### src/hw/rtl/nava_pkg.sv
// ----------------------------------------------------------------------------
// nava_pkg
// Types and constants of the nematic alignment averager.
// ----------------------------------------------------------------------------
package nava_pkg;
   localparam int SampleBits = 24;
   localparam int MaxPoints  = 4096;
   localparam int CountBits  = 13;
   localparam int SumBits    = 29;
   localparam int OutBits    = 16;
   localparam logic [0:0] CSR_NUM_POINTS = 1'b0;
   localparam logic [0:0] CSR_SCALE_NEG  = 1'b1;

   typedef enum logic [4:0] {
      ST_IDLE, ST_MUL_D, ST_MUL_E, ST_SQ_R, ST_DIV_CA, ST_DIV_SA, ST_DIV_W,
      ST_VEC_MUL_X, ST_VEC_MUL_Y, ST_VEC_MUL_XY, ST_DIV_CV, ST_DIV_SV,
      ST_ORD_C, ST_ORD_S, ST_ORD_SQ, ST_ORD_W, ST_ACC, ST_AVG, ST_DONE
   } state_type;

   typedef enum logic [1:0] {
      OP_SQRT, OP_DIV
   } op_type;

   typedef struct packed {
      logic          start;
      op_type        op;
      logic [63:0]   num;
      logic [63:0]   den;
      logic [5:0]    bits;
   } unit_req_type;

   typedef struct packed {
      logic          done;
      logic [63:0]   res;
   } unit_rsp_type;
endpackage

### src/hw/rtl/nava_unit.sv
// ----------------------------------------------------------------------------
// nava_unit
// Shared iterative unit: rounded fraction or integer square root, one bit
// per cycle.
// ----------------------------------------------------------------------------
module nava_unit (
   input  logic                  clock,
   input  logic                  reset,
   input  nava_pkg::unit_req_type req,
   output nava_pkg::unit_rsp_type rsp
);
   logic          busy_ff, busy_in;
   nava_pkg::op_type op_ff, op_in;
   logic [65:0]   rem_ff, rem_in;
   logic [63:0]   den_ff, den_in;
   logic [63:0]   q_ff, q_in;
   logic [63:0]   bit_ff, bit_in;
   logic [5:0]    cnt_ff, cnt_in;
   logic          done_ff, done_in;
   logic [65:0]   two_rem;
   logic [65:0]   trial;

   always_comb begin
      busy_in = busy_ff;
      op_in   = op_ff;
      rem_in  = rem_ff;
      den_in  = den_ff;
      q_in    = q_ff;
      bit_in  = bit_ff;
      cnt_in  = cnt_ff;
      done_in = 1'b0;
      two_rem = {rem_ff[64:0], 1'b0};
      trial   = rem_ff - {2'b00, q_ff} - {2'b00, bit_ff};
      if (req.start) begin
         busy_in = 1'b1;
         op_in   = req.op;
         den_in  = req.den;
         if (req.op == nava_pkg::OP_DIV) begin
            q_in   = (req.num >= req.den) ? 64'd1 : 64'd0;
            rem_in = {2'b00, (req.num >= req.den) ? req.num - req.den : req.num};
            cnt_in = req.bits;
         end else begin
            q_in   = '0;
            rem_in = {2'b00, req.num};
            bit_in = 64'h4000_0000_0000_0000;
            cnt_in = 6'd32;
         end
      end else if (busy_ff) begin
         unique case (op_ff)
            nava_pkg::OP_DIV: begin
               if (cnt_ff == 6'd0) begin
                  busy_in = 1'b0;
                  done_in = 1'b1;
                  if (rem_ff >= {2'b00, den_ff} - rem_ff) q_in = q_ff + 64'd1;
               end else begin
                  cnt_in = cnt_ff - 6'd1;
                  if (two_rem >= {2'b00, den_ff}) begin
                     rem_in = two_rem - {2'b00, den_ff};
                     q_in   = {q_ff[62:0], 1'b1};
                  end else begin
                     rem_in = two_rem;
                     q_in   = {q_ff[62:0], 1'b0};
                  end
               end
            end
            default: begin
               if (cnt_ff == 6'd0) begin
                  busy_in = 1'b0;
                  done_in = 1'b1;
               end else begin
                  cnt_in = cnt_ff - 6'd1;
                  bit_in = {2'b00, bit_ff[63:2]};
                  if (!trial[65]) begin
                     rem_in = trial;
                     q_in   = {1'b0, q_ff[63:1]} + bit_ff;
                  end else begin
                     q_in = {1'b0, q_ff[63:1]};
                  end
               end
            end
         endcase
      end
   end

   always_ff @(posedge clock) begin
      if (reset) begin
         busy_ff <= 1'b0;
         done_ff <= 1'b0;
      end else begin
         busy_ff <= busy_in;
         done_ff <= done_in;
      end
      op_ff  <= op_in;
      rem_ff <= rem_in;
      den_ff <= den_in;
      q_ff   <= q_in;
      bit_ff <= bit_in;
      cnt_ff <= cnt_in;
   end

   assign rsp.done = done_ff;
   assign rsp.res  = q_ff;
endmodule

### config.mk
export PLATFORM = sky130hd
export DESIGN_NAME = nava_unit
export DESIGN_NICKNAME = d
export VERILOG_FILES = /design/src/hw/rtl/nava_pkg.sv /design/src/hw/rtl/nava_unit.sv
export SDC_FILE = /design/constraint.sdc
export NUM_CORES = 2
export LEC_CHECK = 0
export BUFFER_PORTS_ARGS = -buffer_cell sky130_fd_sc_hd__buf_2
export CELL_PAD_IN_SITES_DETAIL_PLACEMENT = 0
export CELL_PAD_IN_SITES_GLOBAL_PLACEMENT = 1
export CORE_ASPECT_RATIO = 1.5
export CORE_MARGIN = 5
export CORE_UTILIZATION = 52
export CTS_BUF_LIST = sky130_fd_sc_hd__clkbuf_4
export DETAILED_ROUTE_END_ITERATION = 8
export PLACE_DENSITY_LB_ADDON = 0.1
export REMOVE_ABC_BUFFERS = 1
export SETUP_SLACK_MARGIN = 0.4
export SYNTH_ARGS = -nofsm -noshare
export SYNTH_HDL_FRONTEND = slang
export SYNTH_SLANG_ARGS = --single-unit
### constraint.sdc
create_clock -name clock -period 16.2 [get_ports clock]
set_clock_uncertainty 0.15 [all_clocks]
set_input_delay 1.62 -clock clock [delete_from_list [all_inputs] [get_ports clock]]
set_output_delay 1.62 -clock clock [all_outputs]
set_load 0.02 [all_outputs]
==> key figures <==
Detailed routing
  – Drt first pass iters: 5
  – Via Count: about 34000
  – Drt initial violations: between 2000 and 3000
  – Final ANT Viol Nets: 0
  – Routed WL per cell: ~25 µm
  – # DRC: 0
  – Final wirelength: between 100 and 150 mm
  – Vias per std cell: 6.40

Clock network
  – Root Buffer: clkbuf_4
  – Post-CTS setup buffer count: 0
  – CTS tree: built
  – Skew-Pair Late Insertion Delay: 0.92 ns
  – CTS resizes: 0
  – Clk slew on worst S/H paths: about 0.070 ns
  – # clock sinks: between 200 and 250
  – H-tree levels: 3
  – CTS Buffer Depth: 3
  – Num CTS Buffers: 72
  – Post-cts hold buffer count: 0

Pwr
  – Static leakage: 15.7 nW
  – Final Power: about 9.1 mW
  – Peak supply drop: between 0.2 and 0.25 mV
  – Power Density: 250 nW/µm²

Worst setup path
  – Critical-path cell list: inv_1 -> ha_1 -> a21o_1 -> or3_1 -> o21ai_1 -> o21ai_0 -> a21oi_1 -> a21oi_1 -> o311ai_1 -> a21oi_1 -> a31oi_1 -> o21ai_0 -> xnor2_1 -> ha_1 -> nand2_1 -> nor4_1 -> nand2_1 -> nor2_1 -> a31oi_1 -> nor2_1 -> a211oi_1 -> or4_1 -> nand3_4 -> buf_4
  – Worst EP arrival: 7.90 ns
  – Critical path type: reg2reg
  – Most frequent CP cell: a21oi_1
  – Critical path's slowest cell: buf_4
  – CP Max Fanout: 64
  – Critical Path RT: 16.53 ns
  – CP Launch Type: flip-flop
  – Slowest cell delay on critical path: 0.72 ns
  – Setup crit end kind: flip-flop

Finish
  – Nets@finish: ~5000
  – Layout area overhead: 7.40%
  – Share of cells above drive strength 1: 9.19%
  – Post-route non-filler standard cell count: 5355
  – Multi-input gate area: between 20000 and 25000 µm²
  – Fill cells: 6400
  – Register area: 7070 µm²

Die
  – Die extent in y: 322 µm
  – Die Footprint: 70100 µm²
  – Row cnt: 114
  – Die span in x: 218 µm
  – Core Area: roughly 64000 µm²
  – Initial Util: 52.4%
  – IO Pins: just over 200

Logic synthesis
  – Netlist Area Pre-Place: around 34000 µm²
  – Post-synthesis async set-or-reset flop share: 0%
  – Synth top area cells: edfxtp_1 21%, ha_1 14%, a21oi_1 6.4%
  – #FFs+latches synth: 236
  – Sequential area share after synthesis: 21.0%
  – Post-synth EDFFs: 234
  – Synth top area share: a little over a fifth
  – Synth Flop Type: edfxtp_1
  – Post-synth cell types: slightly above 90
  – Synth Area per Inst: 7.76 µm²
  – Synth warn: 0
  – Yosys top cell by area: edfxtp_1
  – Post-Synthesis Cells: 4343

Global route
  – GRT Total Usage: 37.3%
  – Initial antenna violation count: 3
  – Vias in the first global route: 33800
  – First-pass GRT wire length: approximately 200 mm
  – Largest net degree at the start of global routing: 74
  – Grt total ovfl: 0

Status
  – Status: completed

Min path
  – Worst hold path class: reg2reg

Placed design
  – IO buf count: roughly 200
  – Post-placement cell count: about 5200
  – GPL Wtd Cong: 1.01
  – HPWL after DPL: 107 mm
  – Placement Setup Slack: 8.72 ns

STA
  – Slew headroom: 17.2%
  – Min Tclk post-route: 7.57 ns
  – Hold WS: approximately 0.41 ns
  – Setup ws final: 8.63 ns
  – FMAX: 0.132 GHz
  – Final Hold Fails: 0
  – Final setup violation count: 0
  – Final Cycle Share: around 47%
  – Worst Tran Pin Value: approximately 1.2 ns
  – Fin Setup TNS: 0 ns
  – Setup repair after global routing missed its margin: false
  – Fin. max-slew vios: 0

Job
  – Max Cap Viol: 0
[where the power goes]
part           switching [mW]  internal [mW]
Clock                   0.322          0.339
Combinational            4.36           2.66
Sequential              0.418          0.953
[sequential cells by signal, indices dropped and copies added, names as in the netlist]
name,cells
bit_ff,32
rem_ff,66
den_ff,64
cnt_ff,6
op_ff,2
busy_ff,1
done_ff,1
q_ff,64
[through the flow]
| step | instance area (µm²) | utilization, % |
|---|---|---|
| detailed placement | 35200 | 54.8 |
| global route | 36200 | 56.2 |
| floorplan | 32800 | - |
| global placement | 35200 | 54.8 |
| CTS | 36200 | 56.2 |
| finish | 36200 | 56.3 |
[worst max-delay path: cells and delay by family, from the launching register on]
kind | cells | cell delay [ns]
compound gates | 11 | 2.92
buf+inv | 2 | 0.83
xor+xnor | 1 | 0.17
simple gates | 8 | 1.80
flops | 1 | 0.51
fa+ha+maj | 2 | 0.67
[per-layer routing]
| metal | track usage (%) | vias to the layer above | wire [µm] |
|---|---|---|---|
| met4 | 37.4 | 0 | 17100 |
| met3 | 5.63 | 581 | 7070 |
| li1 | - | 16200 | - |
| met2 | 65.3 | 1340 | 66000 |
| met5 | 0 | - | 0 |
| met1 | 36.4 | 16100 | 45400 |
[cell type report]
class,instances,share of cell area [%]
Clock buffer,89,1.85
Tap cell,870,3.01
Multi-Input combinational cell,3491,67.2
Inverter,397,4.12
Sequential cell,236,19.5
Antenna cell,4,0.0277
Clock inverter,34,0.757
Timing Repair Buffer,234,3.47
[cell usage after synthesis (12+ instances only)]
cell / instances
a211o_1: 17
a211oi_1: 62
a21boi_0: 22
a21o_1: 171
a21oi_1: 434
a22o_1: 16
a311oi_1: 12
a31oi_1: 73
and2_1: 20
and3_1: 47
and4_1: 14
buf_1: 13
buf_2: 30
clkbuf_1: 166
edfxtp_1: 234
fa_1: 36
ha_1: 388
inv_1: 397
mux2i_1: 26
nand2_1: 324
nand2b_1: 36
nand3_1: 132
nand4_1: 92
nor2_1: 310
nor2b_1: 42
nor3_1: 106
nor3b_1: 15
nor4_1: 26
o211ai_1: 73
o21a_1: 46
o21ai_0: 285
o21bai_1: 43
o22ai_1: 26
o31a_1: 21
o31ai_1: 24
o32ai_1: 12
or2_2: 20
or3_1: 24
xnor2_1: 186
xor2_1: 108
[worst paths after layout]
path / start / end / slack, ns / cells past startpoint
max: rem_ff[4]$_DFFE_PP_ / q_ff[12]$_SDFFCE_PP0P_ / 8.63 / 24
min: busy_ff$_SDFF_PP0_ / done_ff$_SDFF_PP0_ / 0.41 / 1
max reg2reg: rem_ff[4]$_DFFE_PP_ / q_ff[12]$_SDFFCE_PP0P_ / 8.63 / 24
min reg2reg: busy_ff$_SDFF_PP0_ / done_ff$_SDFF_PP0_ / 0.41 / 1
[logic make-up after synthesis]
group | Yosys count | share of synthesized area [%]
adders and majority gates | 424 | 16.5
buffers and inverters | 616 | 7.10
and+or+nand+nor | 1249 | 18.1
DFF | 236 | 21.0
muxes | 28 | 0.839
AOI/OAI and AO/OA | 1496 | 28.8
xor gates and xnor gates | 294 | 7.64
[layout by cell type, fill, tap and decap left out, types with 23 or more instances in the layout]
cell / synthesis / routed
nand4_1: 92 / 92
o21bai_1: 43 / 43
buf_2: 30 / 202
nor3_1: 106 / 105
a21o_1: 171 / 171
a31oi_1: 73 / 73
o21ai_0: 285 / 285
o21a_1: 46 / 46
fa_1: 36 / 36
nand2b_1: 36 / 35
o22ai_1: 26 / 26
edfxtp_1: 234 / 234
mux2i_1: 26 / 26
nor2b_1: 42 / 41
nand2_1: 324 / 322
a211oi_1: 62 / 61
o31ai_1: 24 / 24
xor2_1: 108 / 108
a21oi_1: 434 / 432
buf_4: 7 / 31
or3_1: 24 / 23
nor2_1: 310 / 307
o211ai_1: 73 / 73
clkbuf_4: 0 / 89
nor4_1: 26 / 26
inv_1: 397 / 396
ha_1: 388 / 388
xnor2_1: 186 / 186
and3_1: 47 / 47
nand3_1: 132 / 131
Power figures use the tool's default switching activity.
